<file path="src/rtl/tst_pkg.sv">
`default_nettype none

package tst_pkg;

  localparam int COORD_W     = 12;
  localparam int CNT_W       = 32;
  localparam int TOUCH_W     = 4;
  localparam int CFG_W       = 12;
  localparam int CFG_IDX_W   = 2;
  localparam int MAX_TOUCHES = 5;

  localparam logic [CFG_W-1:0] MAX_X_RST        = CFG_W'(799);
  localparam logic [CFG_W-1:0] MAX_Y_RST        = CFG_W'(479);
  localparam logic [CFG_W-1:0] SWIPE_MIN_DX_RST = CFG_W'(80);
  localparam logic [CFG_W-1:0] SWIPE_MAX_DY_RST = CFG_W'(120);

  typedef enum logic [CFG_IDX_W-1:0] {
    REG_MAX_X        = 2'd0,
    REG_MAX_Y        = 2'd1,
    REG_SWIPE_MIN_DX = 2'd2,
    REG_SWIPE_MAX_DY = 2'd3
  } tst_reg_t;

  typedef enum logic [1:0] {
    EV_NONE    = 2'd0,
    EV_DOWN    = 2'd1,
    EV_CONTACT = 2'd2,
    EV_LIFT    = 2'd3
  } tst_event_t;

  typedef struct packed {
    logic [CFG_W-1:0] max_x;
    logic [CFG_W-1:0] max_y;
    logic [CFG_W-1:0] swipe_min_dx;
    logic [CFG_W-1:0] swipe_max_dy;
  } tst_cfg_t;

  typedef struct packed {
    logic               bus_ok;
    logic [1:0]         ev_code;
    logic [COORD_W-1:0] raw_x;
    logic [COORD_W-1:0] raw_y;
    logic [TOUCH_W-1:0] touch_count;
  } tst_in_t;

  typedef struct packed {
    logic               pressed;
    logic [COORD_W-1:0] last_x;
    logic [COORD_W-1:0] last_y;
    logic [COORD_W-1:0] start_x;
    logic [COORD_W-1:0] start_y;
    logic [CNT_W-1:0]   poll_cnt;
    logic [CNT_W-1:0]   good_cnt;
    logic [CNT_W-1:0]   error_cnt;
    logic [CNT_W-1:0]   press_cnt;
    logic [CNT_W-1:0]   swipe_cnt;
    logic [TOUCH_W-1:0] touches;
  } tst_state_t;

  typedef struct packed {
    logic [COORD_W-1:0] point_x;
    logic [COORD_W-1:0] point_y;
    logic               is_pressed;
    logic               bus_error;
    logic               swipe_valid;
    logic               swipe_right;
    logic [CNT_W-1:0]   poll_count;
    logic [CNT_W-1:0]   good_count;
    logic [CNT_W-1:0]   err_polls;
    logic [CNT_W-1:0]   press_polls;
    logic [CNT_W-1:0]   swipe_total;
    logic [TOUCH_W-1:0] last_touches;
  } tst_res_t;

endpackage

`default_nettype wire

</file>
<file path="src/rtl/tst_step.sv">
`default_nettype none

module tst_step import tst_pkg::*; (
  input  tst_cfg_t   cfg,
  input  tst_state_t st,
  input  tst_in_t    item,
  output tst_state_t st_nxt,
  output tst_res_t   res
);

  logic [COORD_W-1:0] map_x;
  logic [COORD_W-1:0] map_y;
  logic [COORD_W:0]   dx;
  logic [COORD_W:0]   dy;
  logic [COORD_W-1:0] adx;
  logic [COORD_W-1:0] ady;
  logic               is_swipe;
  logic               is_touch;

  // mirror, clamped to 0 when raw lies beyond the visible range
  assign map_x = (item.raw_x > cfg.max_x) ? '0 : cfg.max_x - item.raw_x;
  assign map_y = (item.raw_y > cfg.max_y) ? '0 : cfg.max_y - item.raw_y;

  assign dx  = {1'b0, st.last_x} - {1'b0, st.start_x};
  assign dy  = {1'b0, st.last_y} - {1'b0, st.start_y};
  assign adx = dx[COORD_W] ? COORD_W'(-dx) : dx[COORD_W-1:0];
  assign ady = dy[COORD_W] ? COORD_W'(-dy) : dy[COORD_W-1:0];

  assign is_swipe = st.pressed && (adx > cfg.swipe_min_dx) && (ady < cfg.swipe_max_dy);
  assign is_touch = item.ev_code inside {EV_DOWN, EV_CONTACT};

  always_comb begin
    st_nxt          = st;
    res             = '0;
    st_nxt.poll_cnt = st.poll_cnt + CNT_W'(1);
    if (!item.bus_ok) begin
      st_nxt.error_cnt = st.error_cnt + CNT_W'(1);
      res.bus_error    = 1'b1;
    end else begin
      st_nxt.good_cnt = st.good_cnt + CNT_W'(1);
      if (item.touch_count <= TOUCH_W'(MAX_TOUCHES)) begin
        st_nxt.touches = item.touch_count;
      end
      if (is_touch) begin
        if (!st.pressed) begin
          st_nxt.start_x = map_x;
          st_nxt.start_y = map_y;
        end
        st_nxt.last_x    = map_x;
        st_nxt.last_y    = map_y;
        st_nxt.pressed   = 1'b1;
        st_nxt.press_cnt = st.press_cnt + CNT_W'(1);
        res.is_pressed   = 1'b1;
      end else begin
        if (is_swipe) begin
          st_nxt.swipe_cnt = st.swipe_cnt + CNT_W'(1);
          res.swipe_valid  = 1'b1;
          res.swipe_right  = ~dx[COORD_W];
        end
        st_nxt.pressed = 1'b0;
      end
    end
    res.point_x      = st_nxt.last_x;
    res.point_y      = st_nxt.last_y;
    res.poll_count   = st_nxt.poll_cnt;
    res.good_count   = st_nxt.good_cnt;
    res.err_polls    = st_nxt.error_cnt;
    res.press_polls  = st_nxt.press_cnt;
    res.swipe_total  = st_nxt.swipe_cnt;
    res.last_touches = st_nxt.touches;
  end

endmodule

`default_nettype wire

</file>
<file path="src/rtl/touch_swipe_tracker.sv">
`default_nettype none

// channel | ports                                   | accepted when
// --------+-----------------------------------------+------------------------
// in      | in_valid, in_ready, in_<field>          | in_valid & in_ready
// out     | out_valid, out_ready, out_<field>       | out_valid & out_ready
// cfg     | cfg_we, cfg_index, cfg_wdata            | cfg_we
//
// One item per cycle sustained unless the output stalls; an accepted item goes
// to the input register, then through step logic into the result register.
// rst_n is synchronous, active low: clears tracking state and counters and
// loads the register defaults. A stalled output holds the result register and
// the input register in place; the input register still refills when empty.

module touch_swipe_tracker import tst_pkg::*; (
  input  wire logic                 clk,
  input  wire logic                 rst_n,

  input  wire logic                 in_valid,
  output logic                      in_ready,
  input  wire logic                 in_bus_ok,
  input  wire logic [1:0]           in_ev_code,
  input  wire logic [COORD_W-1:0]   in_raw_x,
  input  wire logic [COORD_W-1:0]   in_raw_y,
  input  wire logic [TOUCH_W-1:0]   in_touch_count,

  output logic                      out_valid,
  input  wire logic                 out_ready,
  output logic [COORD_W-1:0]        out_point_x,
  output logic [COORD_W-1:0]        out_point_y,
  output logic                      out_is_pressed,
  output logic                      out_bus_error,
  output logic                      out_swipe_valid,
  output logic                      out_swipe_right,
  output logic [CNT_W-1:0]          out_poll_count,
  output logic [CNT_W-1:0]          out_good_count,
  output logic [CNT_W-1:0]          out_err_polls,
  output logic [CNT_W-1:0]          out_press_polls,
  output logic [CNT_W-1:0]          out_swipe_total,
  output logic [TOUCH_W-1:0]        out_last_touches,

  input  wire logic                 cfg_we,
  input  wire logic [CFG_IDX_W-1:0] cfg_index,
  input  wire logic [CFG_W-1:0]     cfg_wdata
);

  logic       s1_valid_r;
  tst_in_t    s1_item_r;
  logic       out_valid_r;
  tst_res_t   out_res_r;
  tst_state_t st_r;
  tst_state_t st_nxt;
  tst_cfg_t   cfg_r;
  tst_res_t   res;
  logic       advance;

  assign advance  = !out_valid_r || out_ready;
  assign in_ready = !s1_valid_r || advance;

  tst_step u_step (
    .cfg    (cfg_r),
    .st     (st_r),
    .item   (s1_item_r),
    .st_nxt (st_nxt),
    .res    (res)
  );

  always_ff @(posedge clk) begin
    if (!rst_n) begin
      s1_valid_r         <= 1'b0;
      out_valid_r        <= 1'b0;
      st_r               <= '0;
      cfg_r.max_x        <= MAX_X_RST;
      cfg_r.max_y        <= MAX_Y_RST;
      cfg_r.swipe_min_dx <= SWIPE_MIN_DX_RST;
      cfg_r.swipe_max_dy <= SWIPE_MAX_DY_RST;
    end else begin
      if (in_ready) begin
        s1_valid_r <= in_valid;
      end
      if (advance) begin
        out_valid_r <= s1_valid_r;
      end
      if (advance && s1_valid_r) begin
        st_r <= st_nxt;
      end
      if (cfg_we) begin
        case (tst_reg_t'(cfg_index))
          REG_MAX_X:        cfg_r.max_x        <= cfg_wdata;
          REG_MAX_Y:        cfg_r.max_y        <= cfg_wdata;
          REG_SWIPE_MIN_DX: cfg_r.swipe_min_dx <= cfg_wdata;
          REG_SWIPE_MAX_DY: cfg_r.swipe_max_dy <= cfg_wdata;
          default: ;
        endcase
      end
    end
  end

  always_ff @(posedge clk) begin
    if (in_valid && in_ready) begin
      s1_item_r.bus_ok      <= in_bus_ok;
      s1_item_r.ev_code     <= in_ev_code;
      s1_item_r.raw_x       <= in_raw_x;
      s1_item_r.raw_y       <= in_raw_y;
      s1_item_r.touch_count <= in_touch_count;
    end
    if (advance && s1_valid_r) begin
      out_res_r <= res;
    end
  end

  assign out_valid        = out_valid_r;
  assign out_point_x      = out_res_r.point_x;
  assign out_point_y      = out_res_r.point_y;
  assign out_is_pressed   = out_res_r.is_pressed;
  assign out_bus_error    = out_res_r.bus_error;
  assign out_swipe_valid  = out_res_r.swipe_valid;
  assign out_swipe_right  = out_res_r.swipe_right;
  assign out_poll_count   = out_res_r.poll_count;
  assign out_good_count   = out_res_r.good_count;
  assign out_err_polls    = out_res_r.err_polls;
  assign out_press_polls  = out_res_r.press_polls;
  assign out_swipe_total  = out_res_r.swipe_total;
  assign out_last_touches = out_res_r.last_touches;

  // a swipe only closes a press on a good poll
  a_swipe_excl: assert property (@(posedge clk) disable iff (!rst_n)
    out_valid_r && out_res_r.swipe_valid |-> !out_res_r.is_pressed && !out_res_r.bus_error)
    else $error("swipe reported on a pressed or failed poll");

  a_right_needs_swipe: assert property (@(posedge clk) disable iff (!rst_n)
    out_valid_r && !out_res_r.swipe_valid |-> !out_res_r.swipe_right)
    else $error("swipe direction without a swipe");

  a_cnt_sum: assert property (@(posedge clk) disable iff (!rst_n)
    out_valid_r |-> out_res_r.poll_count == out_res_r.good_count + out_res_r.err_polls)
    else $error("poll count differs from good plus error count");

  a_touch_limit: assert property (@(posedge clk) disable iff (!rst_n)
    st_r.touches <= TOUCH_W'(MAX_TOUCHES))
    else $error("stored touch count above the limit");

  a_hold_on_stall: assert property (@(posedge clk) disable iff (!rst_n)
    out_valid_r && !out_ready |=> $stable(st_r))
    else $error("tracking state moved while the output stalled");

endmodule

`default_nettype wire

</file>
<file path="config.mk">
export PLATFORM = sky130hd
export DESIGN_NAME = touch_swipe_tracker
export DESIGN_NICKNAME = d
export VERILOG_FILES = /design/src/rtl/tst_pkg.sv /design/src/rtl/tst_step.sv /design/src/rtl/touch_swipe_tracker.sv
export SDC_FILE = /design/constraint.sdc
export NUM_CORES = 1
export LEC_CHECK = 0
export BUFFER_PORTS_ARGS = -buffer_cell sky130_fd_sc_hd__buf_2
export CAP_MARGIN = 25
export CELL_PAD_IN_SITES_DETAIL_PLACEMENT = 0
export CELL_PAD_IN_SITES_GLOBAL_PLACEMENT = 2
export CORE_ASPECT_RATIO = 0.9
export CORE_MARGIN = 2
export CORE_UTILIZATION = 35
export DETAILED_ROUTE_END_ITERATION = 7
export MAX_ROUTING_LAYER = met4
export PLACE_DENSITY = 0.79
export SETUP_SLACK_MARGIN = 0.5
export SLEW_MARGIN = 20
export SYNTH_ARGS = -nofsm -noshare
export SYNTH_HDL_FRONTEND = slang
export SYNTH_HIERARCHICAL = 1
export SYNTH_SLANG_ARGS = --single-unit
export TNS_END_PERCENT = 30
</file>
<file path="constraint.sdc">
create_clock -name clk -period 4.2 [get_ports clk]
set_input_delay 0.84 -clock clk [delete_from_list [all_inputs] [get_ports clk]]
set_output_delay 0.84 -clock clk [all_outputs]
set_load 0.1 [all_outputs]
</file>
# ---- Yosys cells after proc, flatten, opt, wreduce, memory -nomap -nowiden
# Index checks and enable logic that the tools add are counted.
dict set report word_totals {
  regBits 486
  in_bits 50
  out_inout_bits 194
  wordCells 94
}
dict set report op_classes {
  addsub 11
  n_lt_le_gt_ge 5
  n_eq_ne 5
  n_mux 17
  bitwise_logic 4
  n_reduce_logical 18
}
# op count
set ops {}
lappend ops {{adder 32 x 1 -> 32 bit, second input constant} 5}
lappend ops {{2-to-1 mux 32 bit} 5}
lappend ops {{2-to-1 mux 48 bit} 2}
lappend ops {{2-to-1 mux 68 bit} 1}
lappend ops {{2-to-1 mux 12 bit} 4}
lappend ops {{greater-than comparator 12 bit} 3}
lappend ops {{subtractor 12 x 12 -> 13 bit} 2}
lappend ops {{2-to-1 mux 24 bit} 1}
lappend ops {{negator 12 bit} 2}
lappend ops {{subtractor 12 bit} 2}
lappend ops {{less-than comparator 12 bit} 1}
lappend ops {{AND reduction 2 bit} 5}
lappend ops {{== test 2 bit, second input constant} 3}
lappend ops {{== test 2 x 1 -> 1 bit, second input constant} 2}
lappend ops {{less-or-equal comparator 4 x 3 -> 1 bit, second input constant} 1}
lappend ops {{logical AND 1 bit} 4}
lappend ops {{2-to-1 mux 4 bit} 1}
lappend ops {{NOT 1 bit} 4}
lappend ops {{AND reduction 4 bit} 1}
lappend ops {{OR reduction 3 bit} 1}
lappend ops {{zero test 1 bit} 2}
lappend ops {{zero test 2 bit} 1}
lappend ops {{logical OR 1 bit} 2}
lappend ops {{2-to-1 mux 1 bit} 2}
lappend ops {{3 further kinds} 3}

# ---- Depth between registers and ports, before layout
# Gate-level depths: netlist of the first run.
dict set report depth {
  ltp_word 9
  ltp_mapped 24
  mapped_depth_nobuf 21
}

# ---- Cells and area by module
# Netlist of the first run, hierarchy kept.
# module n_inst cells_per_inst area_each_um2
set by_module_without_submodules {}
lappend by_module_without_submodules {touch_swipe_tracker 1 1346 16893.7}
lappend by_module_without_submodules {tst_step 1 1282 8628.3}

# ---- Worst setup path after synthesis of the first run
# OpenSTA, ideal clock, no wires.
dict set report synth_path {
  path_kind {register -> register}
  from {reg st_r[188] in the netlist's numbering}
  to {reg st_r[22] in the netlist's numbering}
  setup_ns 0.120
  arrival_time_ns 4.122
  setup_slack_ns -0.042
  stages_incl_launch_ff 22
  n_path_buf 2
  cell_sequence {dfxtp_1 inv_1 ha_1 inv_1 fa_1 a21o_1 a22oi_2 a21oi_1 xnor2_2 or4b_1 o41a_1 xor2_1 ha_1 nand3_1 a21bo_2 a31oi_1 clkbuf_1 nor4_1 xor2_1 buf_4 nand2_1 mux2i_1}
}
# element line_no
set synth_rtl {}
lappend synth_rtl {{start, declared} touch_swipe_tracker.sv:51} ;# tst_state_t st_r;
lappend synth_rtl {{start signal, assigned} touch_swipe_tracker.sv:85} ;# st_r <= st_nxt;

==> summary.txt, run 1 <==
Worst hold path
  • Hold/Removal Path Class: in2reg
  • Worst Hold Depth: 1

Yosys
  • Area leader, netlist: edfxtp_1
  • Mean Syn Cell Area: 9.71 um2
  • Cell with the most instances after synthesis: nand2_1
  • Synth cell types: between 70 and 80
  • Async SR Flop Fraction: 0%
  • Synth Cell Area: ~0.026 mm2
  • EDFF count, synth: between 200 and 250
  • Post-synthesis sequential area ratio: a little under half
  • Flops & latches, synth: between 400 and 500
  • Syn Inst Count: around 2,600
  • Synth top area share: between 20% and 30%
  • Main synth FF type: dfxtp_1
  • Top post-synthesis cells by area: edfxtp_1, dfxtp_1, nand2_1
  • Post-synth top cells: nand2_1, dfxtp_1, edfxtp_1
  • Syn nets: roughly 2,800
  • Synth warnings: 6

Place
  • Buffers on Ports: 243
  • Number of instances in the placed design: between 3,000 and 4,000
  • DPL Wire Length: between 40,000 and 50,000 um
  • Placer congestion estimate: 0.842
  • DP Area: 0.0268 mm2

Floorplanning
  • Ports: 244
  • Core ar.: around 0.07 mm2
  • Horiz. Die Dim: around 290 um
  • Initial Utilization: between 30% and 40%
  • DIE AREA: 0.0751 mm2
  • # rows: slightly above 90
  • Height of the die: about 260 um

Timing
  • Hold WS: 0.399 ns
  • RSZ-0062 raised after global routing: yes
  • Final setup violation count: just under 60
  • Fmax achieved: around 230 MHz
  • Rel. slew slack: roughly two fifths
  • Crit path time final: approximately 4.4 ns
  • Least-Margin Pin Slew: between 0.9 and 1 ns
  • Final WS setup: -0.219 ns
  • Final Hold Viols: 0
  • Worst Clk Skew: approximately 0.016 ns
  • Period utilization: 105%
  • Slew Limit Fails: 0
  • Setup TNS: -6.07 ns

Clock tree
  • Clk Tree Root Cell: clkbuf_16
  • CTS buffer count: 56
  • Post-CTS Hold Buffers: 0
  • Worst-path clk slew: 0.07 ns
  • Sinks on Clock Net: between 400 and 500
  • Clock latency on the worst-skew pair: slightly above 0.6 ns
  • TritonCTS clock tree: done
  • CTS max path bufs: 3
  • Htree depth: 2

Power
  • Pleak: 11.3 nW
  • Peak VDD IR: 290 uV
  • Power per cell area: 413 mW/mm2

Final layout
  • Post-layout instance area: ~0.030 mm2
  • Area delta synth->final: 16.1%
  • Layout net count: between 2,000 and 3,000
  • Layout cell share with drive strength beyond 1: 20.6%
  • N_diodes: 0
  • Final Non-Filler Cells: ~3,700

Route
  • Avg WL per Cell: 15.9 um
  • Vias per cell: 4.80
  • Drt drc: 0
  • Uppermost layer routed: met4
  • Via count: roughly 18,000
  • DR WL met3: 2410 um
  • Post-route antenna net violation count: 0
  • Wire length on met1: around 27,000 um
  • DR pass1 iterations: 6
  • Metal2 WL: ~28,000 um
  • Starting DRT DRC Count: 870
  • Routed WL: between 50,000 and 60,000 um

Global route
  • Number of antenna violations at the first check in global routing: 1
  • First-pass GRT wire length: between 90,000 and 100,000 um
  • Total track usage: between 10% and 20%
  • Number of global-route vias before repair: ~17,000
  • Largest net degree at the start of global routing: 130
  • Grt total ovfl: 0

Run status
  • Violated checks: negative setup slack
  • Status: finished with violations

Worst setup path
  • Crit end category: register
  • Critical path class: reg2reg
  • R2r worst-path depth: 23
  • Worst Setup Start Kind: register
  • Crit-path max FO: 7
  • Critical path arrival: between 4 and 5 ns
  • Worst Path Required: approximately 4.7 ns

Job
  • Max-cap violations: 0
==> layout make-up <==
class / count / area [um2]
Clock buffer: 78 / 1630
Timing Repair Buffer: 369 / 2420
Sequential cell: 486 / 12000
Inverter: 99 / 372
Tap cell: 950 / 1190
Fill cell: 6964 / 42300
Multi-Input combinational cell: 1733 / 11700
Clock inverter: 28 / 358
==> cell usage in the layout, fill, tap and decap left out, types with 6 or more instances in the layout <==
cell / synthesis / layout
ha_1: 78 / 73
edfxtp_1: 223 / 223
clkinv_2: 0 / 6
and4_1: 15 / 15
o21ai_1: 4 / 9
bufinv_16: 0 / 7
xnor2_1: 121 / 120
nand3_1: 110 / 108
or3_1: 8 / 7
a21oi_1: 28 / 23
o31ai_1: 35 / 35
nand2b_1: 13 / 13
clkbuf_16: 0 / 60
nand4_1: 36 / 36
xor2_1: 85 / 82
nor3_1: 45 / 20
nand2_1: 615 / 612
o21a_1: 17 / 17
nor3_4: 0 / 13
mux2i_1: 221 / 221
clkbuf_1: 72 / 9
buf_2: 18 / 242
nand3b_1: 7 / 7
a21o_1: 23 / 22
inv_1: 99 / 94
clkinv_1: 0 / 6
clkbuf_8: 0 / 12
dfxtp_1: 263 / 258
and3_1: 30 / 29
nor2b_1: 14 / 13
mux2_2: 8 / 7
o21ai_0: 60 / 53
buf_12: 0 / 14
nor3_2: 1 / 13
buf_4: 195 / 105
nor2_1: 67 / 65
==> critical path: stages (launching register included) <==
cell and delay [ns]:
dfxtp_2 0.32, inv_2 0.07, ha_4 0.14, inv_2 0.03, fa_2 0.34, a21o_1 0.20
a221oi_2 0.26, a21oi_2 0.09, a211oi_4 0.32, nand3b_4 0.14, o41ai_4 0.31, xnor2_1 0.16
ha_1 0.26, nand4_1 0.17, nor3_2 0.07, nor4_2 0.25, o21ai_2 0.10, buf_4 0.15
buf_12 0.14, buf_4 0.15, nor3_2 0.23, xor2_1 0.24, nand2_1 0.07, mux2i_1 0.12
==> layer usage <==
layer | GRT usage, % | vias up
met1 | 20.3 | 8526
met3 | 2.54 | 94
li1 | - | 9042
met2 | 25.9 | 293
met5 | - | -
met4 | 4.62 | 0
==> through the flow <==
step | util (%) | power, mW | setup WS [ns]
global route | 41.2 | 12.7 | -0.464
CTS | 40.4 | 12.3 | -0.115
finish | 41.2 | 12.2 | -0.219
global placement | 37.3 | 6.96 | -0.191
detailed placement | 37.3 | 6.98 | -0.239
floorplan | - | 6.58 | 0.123
==> registers in the layout, indices dropped and copies added, names as in the netlist <==
| name | cells |
|---|---|
| out_press_polls | 32 |
| out_bus_error | 1 |
| out_last_touches | 4 |
| cfg_r | 48 |
| out_err_polls | 32 |
| out_point_x | 12 |
| st_r | 213 |
| out_is_pressed | 1 |
| out_swipe_valid | 1 |
| out_valid | 1 |
| out_swipe_right | 1 |
| out_swipe_total | 32 |
| s1_item_r | 31 |
| out_point_y | 12 |
| s1_valid_r | 1 |
| out_good_count | 32 |
| out_poll_count | 32 |
==> path summary, 6_finish.rpt <==
kind | start | to | slack (ns)
max | st_r[200] | st_r[15] | -0.22
min | in_raw_x[1] | s1_item_r[17] | 0.40
min reg2reg | st_r[162] | st_r[162] | 0.46
max reg2reg | st_r[200] | st_r[15] | -0.22
==> power breakdown <==
| part | internal (mW) | switching (mW) |
|---|---|---|
| combinational | 0.538 | 1.39 |
| clock | 3.14 | 2.03 |
| sequential | 5.08 | 0.0575 |
==> cells by family after synthesis <==
kind of cell / count (synthesis) / synth area share (%)
AOI/OAI and AO/OA: 219 / 5.77
xor gates and xnor gates: 207 / 7.13
DFF: 486 / 46.9
adders and majority gates: 82 / 4.14
buffers and inverters: 409 / 9.66
and+or+nand+nor: 996 / 17.4
muxes: 229 / 9.02
==> repair_timing <==
item                                    CTS  global route
gates cloned                              1             3
pin swaps                                17            41
resized for setup                        42            73
endpoints found under the setup margin   66            66
setup buffers                             6            20
Note: power is estimated with default switching activity, not from simulation.
==> inputs of run 2 (changes only) <==
--- a/config.mk
+++ b/config.mk
@@ -10,11 +10,12 @@
 export CELL_PAD_IN_SITES_DETAIL_PLACEMENT = 0
 export CELL_PAD_IN_SITES_GLOBAL_PLACEMENT = 2
 export CORE_ASPECT_RATIO = 0.9
-export CORE_MARGIN = 2
+export CORE_MARGIN = 3
 export CORE_UTILIZATION = 35
 export DETAILED_ROUTE_END_ITERATION = 7
 export MAX_ROUTING_LAYER = met4
 export PLACE_DENSITY = 0.79
+export RECOVER_POWER = 50
 export SETUP_SLACK_MARGIN = 0.5
 export SLEW_MARGIN = 20
 export SYNTH_ARGS = -nofsm -noshare
==> summary.txt, run 2 (same netlist as run 1, synthesis figures left out) <==
Power
  • Combinational power share: ~15%
  • Total power draw: around 12 mW
  • Net switching power figure: ~3.5 mW
  • Pleak: ~11 nW
  • Sw Ratio: around 29%
  • Peak VDD IR: 252 uV
  • Clk pwr share: a little over two fifths
  • Sequential group share of total power: about two fifths
  • Power per cell area: between 400 and 500 mW/mm2
  • P_int: between 8 and 9 mW

Worst setup path
  • Crit path largest cell delay: roughly 0.47 ns
  • Worst Setup Start Kind: register
  • Crit-path max FO: 11
  • FF-to-FF Start: st_r[188]
  • Crit path cell chain: inv_1 > ha_2 > inv_1 > fa_2 > a21o_4 > a22oi_2 > a21oi_2 > xnor2_2 > or4b_1 > o41a_1 > xor2_1 > ha_1 > a21oi_2 > buf_4 > a31oi_4 > buf_4 > clkbuf_16 > nor4b_2 > xor2_1 > nand2_1 > mux2i_1
  • Critical path class: reg2reg
  • Crit end category: register
  • Worst Path Required: ~4.7 ns
  • R2R setup slack: -0.23 ns
  • Worst setup path startpoint: st_r[188]
  • CP max-delay cell: or4b_1
  • Critical path arrival: roughly 5 ns

Route
  • Avg WL per Cell: approximately 16 um
  • Starting DRT DRC Count: ~880
  • Routed WL: 60,600 um
  • Post-route antenna net violation count: 0
  • Drt drc: 0
  • Vias per cell: about 4.8
  • DR pass1 iterations: 5
  • Via count: 17,983

Final layout
  • Area of the multi-input gates: ~0.012 mm2
  • Register area: between 0.01 and 0.015 mm2
  • Biggest register: st_r
  • Commonest non-fill, non-tap cell in the layout: nand2_1
  • Fill cells: 6,994
  • Layout net count: around 2,900
  • Area delta synth->final: 14.7%
  • Layout cell share with drive strength beyond 1: 19.1%
  • Largest register FFs: around 210
  • Final Non-Filler Cells: 3,721
  • Top Registers: st_r (213), cfg_r (48)
  • Most frequent cells in the layout: nand2_1, dfxtp_1, buf_2, edfxtp_1, mux2i_1
  • Fin util: approximately two fifths

Run status
  • Status: finished with violations
  • Violated checks: max-capacitance violations, max-slew violations, negative setup slack

Clock tree
  • Clk Tree Root Cell: clkbuf_16
  • TritonCTS clock tree: done
  • Clock latency on the worst-skew pair: a little over 0.6 ns
  • Post-CTS Hold Buffers: 0
  • CTS max path bufs: 3
  • Worst-path clk slew: 0.06 ns
  • CTS buffer count: 56
  • Htree depth: 2
  • Sinks on Clock Net: about 490

Job
  • Max-cap violations: 3

Place
  • Buffers on Ports: around 240
  • Placer congestion estimate: about 0.80
  • Number of instances in the placed design: about 3,600
  • DPL Wire Length: between 40,000 and 50,000 um

Global route
  • Total track usage: between 10% and 20%
  • Largest net degree at the start of global routing: roughly 130
  • Number of global-route vias before repair: 17,307
  • Grt total ovfl: 0
  • Number of antenna violations at the first check in global routing: 6
  • First-pass GRT wire length: around 93,000 um

Timing
  • Least-Margin Pin Slew: 2.47 ns
  • RSZ-0062 raised after global routing: yes
  • Crit path time final: 4.43 ns
  • Final setup violation count: 60
  • Fmax achieved: around 230 MHz
  • Period utilization: 106%
  • Final Hold Viols: 0
  • Rel. slew slack: -64.9%
  • Slew Limit Fails: 93
  • Final WS setup: -0.233 ns
  • Setup TNS: -7.48 ns
  • Worst Clk Skew: roughly 0.027 ns

Floorplanning
  • Horiz. Die Dim: roughly 290 um
  • DIE AREA: 0.0762 mm2
  • Initial Utilization: roughly 35%
  • Ports: about 240
  • Core ar.: 0.0719 mm2
  • Height of the die: 262 um
  • # rows: 93

Worst hold path
  • Hold/Removal Path Class: in2reg
  • Hold Path Origin: in_touch_count[1]
run 2: cell count changes in the layout (fill, tap and decap cells not counted), moves of 6 or more:
cell        change
clkinvlp_4      +6
o21ai_1         -6
buf_4          -35
clkbuf_1        +9
o21ai_0         +8
buf_12          -8
run 2: layout make-up:
class | count | share of cell area, %
clock inverters | 32 | 1.43
well taps | 950 | 4.06
inverters | 99 | 1.27
clock buffers | 74 | 5.47
multi-input cells | 1733 | 39.7
diodes | 3 | 0.0256
flip-flops and latches | 486 | 40.9
repair buffers | 344 | 7.18
run 2: power groups by stage:
stage | Combinational, mW | Sequential [mW] | Clock [mW]
after floorplan | 0.716 | 5.87 | 0
after global placement | 1.74 | 5.24 | 0
after detailed placement | 1.76 | 5.24 | 0
after CTS | 1.79 | 5.14 | 5.45
after global routing | 2.01 | 5.15 | 5.64
final | 1.90 | 5.14 | 5.28
run 2: stage by stage:
step           setup slack (ns)  instance area, um2  hold WS (ns)
2_1_floorplan             0.123               25600         0.430
3_3_place_gp             -0.160               26700         0.440
3_5_place_dp             -0.227               26700         0.446
4_1_cts                  -0.160               28800         0.357
5_1_grt                  -0.485               29300         0.376
6_report                 -0.233               29300         0.409
run 2: worst paths after layout:
| path | to | depth (start not counted) |
|---|---|---|
| setup / recovery | st_r[21] | 21 |
| setup reg to reg | st_r[21] | 21 |
| hold reg to reg | st_r[3] | 2 |
| hold / removal | s1_item_r[1] | 1 |
run 2: routing by layer:
layer / track usage (%) / up-vias / part of all wire [%]
met2: 24.6 / 323 / 46
met3: 2.51 / 96 / 4.2
met1: 20.3 / 8577 / 47
li1: - / 8987 / -
met5: - / - / 0
met4: 4.83 / 0 / 2.4
run 2: critical path: cells and delay by family, from the launching register on:
family                     cells  cell delay [ns]
AOI/OAI and AO/OA              6             1.15
muxes                          1             0.12
adders and majority gates      3             0.81
buffers and inverters          5             0.61
DFF                            1             0.31
xor gates and xnor gates       3             0.57
and+or+nand+nor                3             0.81
run 2: timing repair:
action / 4_1_cts / 5_1_grt
endpoints found under the setup margin: 66 / 66
setup buffers: 1 / 15
gates cloned: 0 / 3
resized for setup: 21 / 82
pin swaps: 11 / 26
